===== src/rtl/core/advsr_pkg.sv =====
// Shared types, constants and helper functions for the voltmeter readout.
// Used by adc_voltage_seven_segment_readout; depends on nothing else.
`default_nettype none

package advsr_pkg;

  localparam int unsigned AdcBitsDefault = 10;
  localparam int unsigned FsWidth        = 24;
  localparam int unsigned ValWidth       = 24;
  localparam int unsigned BcdWidth       = 32;
  localparam int unsigned StepBits       = 8;
  localparam int unsigned NumDigits      = 4;
  localparam int unsigned SegWidth       = 7;
  localparam int unsigned AddrWidth      = 3;
  localparam int unsigned DataWidth      = 32;

  localparam logic [FsWidth-1:0] FsReset = 24'd5000;

  // Register byte addresses (bit 2 selects the word).
  localparam logic [0:0] RegFullScale = 1'b0;

  // Range thresholds on the value in thousandths.
  localparam logic [ValWidth-1:0] LimOver  = 24'd10000000;
  localparam logic [ValWidth-1:0] LimUnits = 24'd1000000;
  localparam logic [ValWidth-1:0] LimHund  = 24'd100000;
  localparam logic [ValWidth-1:0] LimTens  = 24'd10000;

  localparam logic [SegWidth-1:0] SegBlank = 7'h00;
  localparam logic [SegWidth-1:0] SegE     = 7'h79;

  typedef enum logic [2:0] {
    RNG_OVER,
    RNG_UNITS,
    RNG_HUND,
    RNG_TENS,
    RNG_MILLI
  } range_e;

  function automatic logic [SegWidth-1:0] seg_of_digit(input logic [3:0] digit);
    logic [SegWidth-1:0] seg;
    case (digit)
      4'd0:    seg = 7'h3F;
      4'd1:    seg = 7'h06;
      4'd2:    seg = 7'h5B;
      4'd3:    seg = 7'h4F;
      4'd4:    seg = 7'h66;
      4'd5:    seg = 7'h6D;
      4'd6:    seg = 7'h7C;
      4'd7:    seg = 7'h07;
      4'd8:    seg = 7'h7F;
      4'd9:    seg = 7'h6F;
      default: seg = SegBlank;
    endcase
    return seg;
  endfunction

  // Eight steps of shift-and-add-3 binary to BCD conversion.
  function automatic logic [BcdWidth-1:0] bcd_shift8(input logic [BcdWidth-1:0] bcd_in,
                                                      input logic [StepBits-1:0] bin);
    logic [BcdWidth-1:0] bcd;
    bcd = bcd_in;
    for (int s = 0; s < StepBits; s++) begin
      for (int d = 0; d < BcdWidth / 4; d++) begin
        if (bcd[4*d +: 4] >= 4'd5) begin
          bcd[4*d +: 4] = bcd[4*d +: 4] + 4'd3;
        end
      end
      bcd = {bcd[BcdWidth-2:0], bin[StepBits-1-s]};
    end
    return bcd;
  endfunction

endpackage

`default_nettype wire


===== src/rtl/core/adc_voltage_seven_segment_readout.sv =====
// Autoranging four-digit seven-segment voltmeter readout, top level.
// Depends on advsr_pkg for constants, the range type and conversion functions.
`default_nettype none

//  Channel   Direction  Handshake               Payload
//  input     in         in_valid_i/in_ready_o   adc_code_i
//  output    out        out_valid_o/out_ready_i digit_select_o, segments_o,
//                                               point_on_o, last_digit_o
//  config    in         APB psel/penable/pready full_scale_milli at address 0
//
// Five register stages: scale multiply, three BCD conversion stages of eight bits
// each, then a formatted digit holder. A sample's first digit appears once it reaches the
// digit holder. Each sample yields four output transactions, so the result port sets
// the sample rate; the earlier stages accept a new sample every cycle while they have
// room. A stall holds every stage that holds a sample in place; empty stages still fill.
// Reset clears the valid bits and the digit counter and loads full scale with 5000.

module adc_voltage_seven_segment_readout #(
  parameter int unsigned ADC_BITS = advsr_pkg::AdcBitsDefault
) (
  input  wire                               clk_i,
  input  wire                               rst_ni,
  input  wire                               in_valid_i,
  output logic                              in_ready_o,
  input  wire  [ADC_BITS-1:0]               adc_code_i,
  output logic                              out_valid_o,
  input  wire                               out_ready_i,
  output logic [1:0]                        digit_select_o,
  output logic [advsr_pkg::SegWidth-1:0]    segments_o,
  output logic                              point_on_o,
  output logic                              last_digit_o,
  input  wire                               psel,
  input  wire                               penable,
  input  wire                               pwrite,
  input  wire  [advsr_pkg::AddrWidth-1:0]   paddr,
  input  wire  [advsr_pkg::DataWidth-1:0]   pwdata,
  output logic [advsr_pkg::DataWidth-1:0]   prdata,
  output logic                              pready
);

  localparam int unsigned FsW  = advsr_pkg::FsWidth;
  localparam int unsigned VW   = advsr_pkg::ValWidth;
  localparam int unsigned BcdW = advsr_pkg::BcdWidth;
  localparam int unsigned SB   = advsr_pkg::StepBits;
  localparam int unsigned SegW = advsr_pkg::SegWidth;
  localparam int unsigned ND   = advsr_pkg::NumDigits;
  localparam int unsigned ProdW = ADC_BITS + FsW;

  // Configuration register.
  logic [FsW-1:0] fs_q;
  logic           cfg_wr;

  assign pready = 1'b1;
  assign cfg_wr = psel & penable & pwrite & pready;

  always_ff @(posedge clk_i or negedge rst_ni) begin
    if (!rst_ni) begin
      fs_q <= advsr_pkg::FsReset;
    end else if (cfg_wr && paddr[2] == advsr_pkg::RegFullScale) begin
      fs_q <= pwdata[FsW-1:0];
    end
  end

  always_comb begin
    prdata = '0;
    if (paddr[2] == advsr_pkg::RegFullScale) begin
      prdata = {{(advsr_pkg::DataWidth - FsW){1'b0}}, fs_q};
    end
  end

  // Pipeline valid bits and load enables.
  logic s1_vld_q, s2_vld_q, s3_vld_q, s4_vld_q, s5_vld_q;
  logic s1_en, s2_en, s3_en, s4_en, s5_en;
  logic [1:0] cnt_q;
  logic       out_fire;

  assign out_fire = out_valid_o & out_ready_i;
  assign s5_en = !s5_vld_q || (out_ready_i && cnt_q == 2'd3);
  assign s4_en = !s4_vld_q || s5_en;
  assign s3_en = !s3_vld_q || s4_en;
  assign s2_en = !s2_vld_q || s3_en;
  assign s1_en = !s1_vld_q || s2_en;
  assign in_ready_o = s1_en;

  always_ff @(posedge clk_i or negedge rst_ni) begin
    if (!rst_ni) begin
      s1_vld_q <= 1'b0;
      s2_vld_q <= 1'b0;
      s3_vld_q <= 1'b0;
      s4_vld_q <= 1'b0;
      s5_vld_q <= 1'b0;
      cnt_q    <= 2'd0;
    end else begin
      if (s1_en) s1_vld_q <= in_valid_i;
      if (s2_en) s2_vld_q <= s1_vld_q;
      if (s3_en) s3_vld_q <= s2_vld_q;
      if (s4_en) s4_vld_q <= s3_vld_q;
      if (s5_en) s5_vld_q <= s4_vld_q;
      if (out_fire) cnt_q <= cnt_q + 2'd1;
    end
  end

  // Stage 1: scale to thousandths.
  logic [ProdW-1:0] prod;
  logic [VW-1:0]    s1_val_d, s1_val_q;

  assign prod     = {{FsW{1'b0}}, adc_code_i} * {{ADC_BITS{1'b0}}, fs_q};
  assign s1_val_d = prod[ADC_BITS +: VW];

  // Stage 2: pick the range and convert the top eight bits.
  advsr_pkg::range_e s2_rng_d, s2_rng_q, s3_rng_q, s4_rng_q;
  logic [BcdW-1:0]   s2_bcd_q, s3_bcd_q, s4_bcd_q;
  logic [2*SB-1:0]   s2_rest_q;
  logic [SB-1:0]     s3_rest_q;

  always_comb begin
    if (s1_val_q >= advsr_pkg::LimOver) begin
      s2_rng_d = advsr_pkg::RNG_OVER;
    end else if (s1_val_q >= advsr_pkg::LimUnits) begin
      s2_rng_d = advsr_pkg::RNG_UNITS;
    end else if (s1_val_q >= advsr_pkg::LimHund) begin
      s2_rng_d = advsr_pkg::RNG_HUND;
    end else if (s1_val_q >= advsr_pkg::LimTens) begin
      s2_rng_d = advsr_pkg::RNG_TENS;
    end else begin
      s2_rng_d = advsr_pkg::RNG_MILLI;
    end
  end

  // Stage 5: select the four digits of the range and encode them.
  logic [SegW-1:0] seg_d [ND];
  logic [SegW-1:0] seg_q [ND];
  logic [ND-1:0]   pt_d, pt_q;
  logic [4*ND-1:0] win;

  always_comb begin
    case (s4_rng_q)
      advsr_pkg::RNG_UNITS: begin
        win  = s4_bcd_q[27:12];
        pt_d = 4'b0000;
      end
      advsr_pkg::RNG_HUND: begin
        win  = s4_bcd_q[23:8];
        pt_d = 4'b0100;
      end
      advsr_pkg::RNG_TENS: begin
        win  = s4_bcd_q[19:4];
        pt_d = 4'b0010;
      end
      default: begin
        win  = s4_bcd_q[15:0];
        pt_d = 4'b0001;
      end
    endcase
    for (int k = 0; k < ND; k++) begin
      seg_d[k] = advsr_pkg::seg_of_digit(win[4*(ND-1-k) +: 4]);
    end
    if (s4_rng_q == advsr_pkg::RNG_OVER) begin
      pt_d = '0;
      for (int k = 0; k < ND - 1; k++) begin
        seg_d[k] = advsr_pkg::SegBlank;
      end
      seg_d[ND-1] = advsr_pkg::SegE;
    end
  end

  // Payload registers carry no reset.
  always_ff @(posedge clk_i) begin
    if (s1_en) begin
      s1_val_q <= s1_val_d;
    end
    if (s2_en) begin
      s2_rng_q  <= s2_rng_d;
      s2_bcd_q  <= advsr_pkg::bcd_shift8('0, s1_val_q[VW-1 -: SB]);
      s2_rest_q <= s1_val_q[2*SB-1:0];
    end
    if (s3_en) begin
      s3_rng_q  <= s2_rng_q;
      s3_bcd_q  <= advsr_pkg::bcd_shift8(s2_bcd_q, s2_rest_q[2*SB-1:SB]);
      s3_rest_q <= s2_rest_q[SB-1:0];
    end
    if (s4_en) begin
      s4_rng_q <= s3_rng_q;
      s4_bcd_q <= advsr_pkg::bcd_shift8(s3_bcd_q, s3_rest_q);
    end
    if (s5_en) begin
      seg_q <= seg_d;
      pt_q  <= pt_d;
    end
  end

  // The holder walks its four digits, most significant first.
  assign out_valid_o    = s5_vld_q;
  assign digit_select_o = cnt_q;
  assign segments_o     = seg_q[cnt_q];
  assign point_on_o     = pt_q[cnt_q];
  assign last_digit_o   = (cnt_q == 2'd3);

  // The digit counter only moves while a sample is being shown.
  a_cnt_idle : assert property (@(posedge clk_i) disable iff (!rst_ni)
    (cnt_q != 2'd0) |-> s5_vld_q)
    else $error("digit counter left zero with no sample held");

  // A sample stays in the holder until its fourth digit is taken.
  a_hold : assert property (@(posedge clk_i) disable iff (!rst_ni)
    (out_fire && !last_digit_o) |=> out_valid_o)
    else $error("sample dropped before its last digit");

  // After the last digit the next sample starts at the first position.
  a_wrap : assert property (@(posedge clk_i) disable iff (!rst_ni)
    (out_fire && last_digit_o) |=> (cnt_q == 2'd0))
    else $error("digit counter did not wrap after the last digit");

  // Back pressure at the input only when the first stage holds a sample.
  a_inrdy : assert property (@(posedge clk_i) disable iff (!rst_ni)
    !in_ready_o |-> s1_vld_q)
    else $error("input stalled with an empty first stage");

endmodule

`default_nettype wire

===== config.mk =====
export PLATFORM = sky130hd
export DESIGN_NAME = adc_voltage_seven_segment_readout
export DESIGN_NICKNAME = d
export VERILOG_FILES = /design/src/rtl/core/advsr_pkg.sv /design/src/rtl/core/adc_voltage_seven_segment_readout.sv
export SDC_FILE = /design/constraint.sdc
export NUM_CORES = 1
export LEC_CHECK = 0
export ABC_AREA = 1
export BUFFER_PORTS_ARGS = -buffer_cell sky130_fd_sc_hd__buf_2
export CAP_MARGIN = 20
export CORE_MARGIN = 2
export CORE_UTILIZATION = 40
export CTS_CLUSTER_DIAMETER = 120
export CTS_CLUSTER_SIZE = 28
export DETAILED_ROUTE_END_ITERATION = 6
export PLACE_DENSITY = 0.68
export SYNTH_ARGS = -nofsm -noshare
export SYNTH_HDL_FRONTEND = slang
export SYNTH_SLANG_ARGS = --single-unit

===== constraint.sdc =====
create_clock -name clk_i -period 6 [get_ports clk_i]
set_input_delay 1.2 -clock clk_i [delete_from_list [all_inputs] [get_ports clk_i]]
set_output_delay 1.2 -clock clk_i [all_outputs]
set_load 0.01 [all_outputs]

==> out/summary.txt <==
Final Hold Viols: 0
WP data arrival: 5.96 ns
clk_skew: 0.0244 ns
min Tclk post-route: 5.75 ns
Seq cells post-synth: 178
initial antenna violation count: 0
CTS sink count: 178
critical path type: in -> reg
RSZ-0062 raised after global routing: yes
Syn Inst Count: 3110
measured slew at the worst slew-check pin: 0.988 ns
r2r startpoint: fs_q[3]
clk buf depth: 2
dpl cell area: 0.0244 mm²
r2r worst-path depth: 24
Setup TNS: 0 ns
final instance area: 0.0255 mm²
Yosys cell types: 56
Period Utilization, post-route: 95.8%
CP most frequent cell: fa_1
status: finished clean
row cnt: 87
Mapped Area: 0.0227 mm²
GRT Overall Usage: 16.1%
Crit path max-delay family: adder cells
Die Span Y: 242 µm
die area: 0.0586 mm²
Core ar.: 0.0563 mm²
Worst Setup Start Kind: input pin
clk_lat worst skew: 0.48 ns
Yosys warning count: 0
H-tree levels: 4
DR vias: 19100
fmax: 0.174 GHz
Final Util: 45.2%
Critical Path Sink Type: flop
hold path cells: 0
critical-path maximum fanout: 8
crit path from: adc_code_i[5]
vias in the first global route: 18400
I/O Buffers: 78
Bufs and invs on worst path: 5
Slew Limit Fails: 0
GRT overflow: 0
CP Cell Sequence: buf_2 > buf_4 > buf_4 > nand2_1 > inv_1 > fa_1 > fa_1 > fa_1 > fa_1 > fa_1 > ha_1 > a21oi_1 > buf_4 > o21ai_1 > a21oi_4 > o221ai_2 > a21o_1 > a21oi_2 > o21ai_1 > xor2_1
initial core utilization: 40.3%
Post-CTS Hold Fix Bufs: 0
Post-DRT Antenna Nets: 0
peak per-stage delay on the critical path: 0.53 ns
slowest cell on the critical path: fa_1
num ports: 98
layout filler cell count: 5647
layout cells sized above 1: 15.8%
maxcap violations: 0
CTS tree: yes
register area share after synthesis: 22.9%
number of flops mapped to enable cells by yosys: 147
diode count: 0
die width: 242 µm
detailed placement HPWL: 37300 µm
Num CTS Buffers: 17
Hold Path Class: reg -> reg
DR DRC count: 0
Post-Route WL: 46300 µm
1st-iter DRT viols: 836
# setup viols final: 0
fin nets: 3628
via-per-instance ratio: 4.77
most frequent cells in the layout: 893 x nand2_1, 591 x inv_1, 205 x nand3_1
root buffer cell: clkbuf_16
DR pass1 iterations: 5
ys async rst share: 17.4%
CP required: 6.21 ns
first-pass GRT wire length: 80600 µm
Main synth FF type: edfxtp_1
RePlAce Congestion: 0.857
Clk pin slew, worst setup/hold paths: 0.08 ns
most common cell after layout, fill and taps aside: nand2_1
Layout area overhead: 12.2%
Reg2Reg Setup Slack: 0.39 ns
largest net degree at the start of global routing: 49
Mean Syn Cell Area: 7.29 µm²
cell depth of the worst setup path: 20
WL/cell: 11.5 µm
worst hold path startpoint: s1_val_q[0]
worst rel slew slack: 33.9%
==> state kept, by name, indices dropped and copies added, names as in the netlist, 2 cells and up <==
signal	cells
digit_select_o	2
fs_q	24
pt_q	3
s1_val_q	24
s2_bcd_q	10
s2_rest_q	16
s2_rng_q	3
s3_bcd_q	21
s3_rest_q	8
s3_rng_q	3
s4_bcd_q	28
s4_rng_q	3
seg_q	28
==> metrics by stage <==
stage / std cells / hold WS [ns] / setup slack, ns
2_1_floorplan: 3117 / 0.400 / -0.105
3_3_place_gp: 3966 / 0.400 / -0.459
3_5_place_dp: 3966 / 0.405 / -0.513
4_1_cts: 3998 / 0.425 / 0.0180
5_1_grt: 4012 / 0.432 / -0.101
6_report: 4012 / 0.423 / 0.249
==> path summary, 6_finish.rpt <==
kind,endpoint
worst min register to register,s2_rest_q[0]
worst max-delay path,s1_val_q[14]
worst max register to register,s1_val_q[23]
min in group asynchronous,digit_select_o[1]
worst min-delay path,s2_rest_q[0]
max in group asynchronous,fs_q[15]
==> layout make-up <==
| type | count | area (µm²) | area share (%) |
|---|---|---|---|
| clock buffer | 17 | 425 | 1.67 |
| multi-input combinational | 2259 | 15200 | 59.8 |
| inverter | 609 | 2290 | 8.98 |
| timing repair buffer | 178 | 1180 | 4.63 |
| sequential | 178 | 5200 | 20.4 |
| tap | 756 | 946 | 3.72 |
| clock inverter | 15 | 201 | 0.791 |
==> cell usage after synthesis, types with 6 or more instances <==
master | count | area (µm²)
edfxtp_1 | 147 | 4410
nand3_1 | 210 | 1050
fa_1 | 173 | 3460
nand3_2 | 53 | 531
o21ai_2 | 23 | 201
nor2_1 | 126 | 473
nand2_4 | 8 | 90.1
o21ai_1 | 20 | 100
and2_1 | 6 | 37.5
clkbuf_1 | 61 | 229
nand2_2 | 119 | 744
a21oi_1 | 109 | 546
buf_4 | 9 | 67.6
inv_1 | 597 | 2240
ha_1 | 160 | 2000
o22ai_1 | 12 | 75.1
dfrtp_1 | 26 | 651
nand2_1 | 917 | 3440
xnor2_1 | 13 | 114
nand3b_1 | 7 | 52.6
inv_2 | 9 | 33.8
xor2_1 | 43 | 377
or2_2 | 6 | 37.5
o21ai_0 | 110 | 551
nand4_1 | 60 | 375
a21o_1 | 13 | 97.6
nor3_1 | 13 | 65.1
==> metal layers <==
metal / routed length, µm / track usage [%] / up-vias
li1: - / - / 10000
met1: 21400 / 20.5 / 8822
met2: 22700 / 28.6 / 222
met3: 1320 / 2.16 / 64
met4: 891 / 4.47 / 0
met5: 0 / 0 / -
==> cells by family (layout without fill, tap and decap cells) <==
logic type,Yosys count,after routing,synth area share (%)
compound gates,322,322,8.23
buf+inv,680,819,11.4
flops,178,178,22.9
mux,1,1,0.0441
other cells,2,9,0.0331
xor+xnor,60,60,2.45
simple gates,1534,1534,30.8
fa+ha+maj,333,333,24.1
==> what timing repair did <==
item                                    in CTS  in global routing
setup buffers                                0                 13
gates cloned                                 0                  0
gates resized for setup                      2                 78
endpoints found under the setup margin       8                 23
pin swaps                                    0                 26
Power is left out: the tool's default activity adds up to more than one toggle a clock period on the data nets, which glitch-free logic cannot reach.
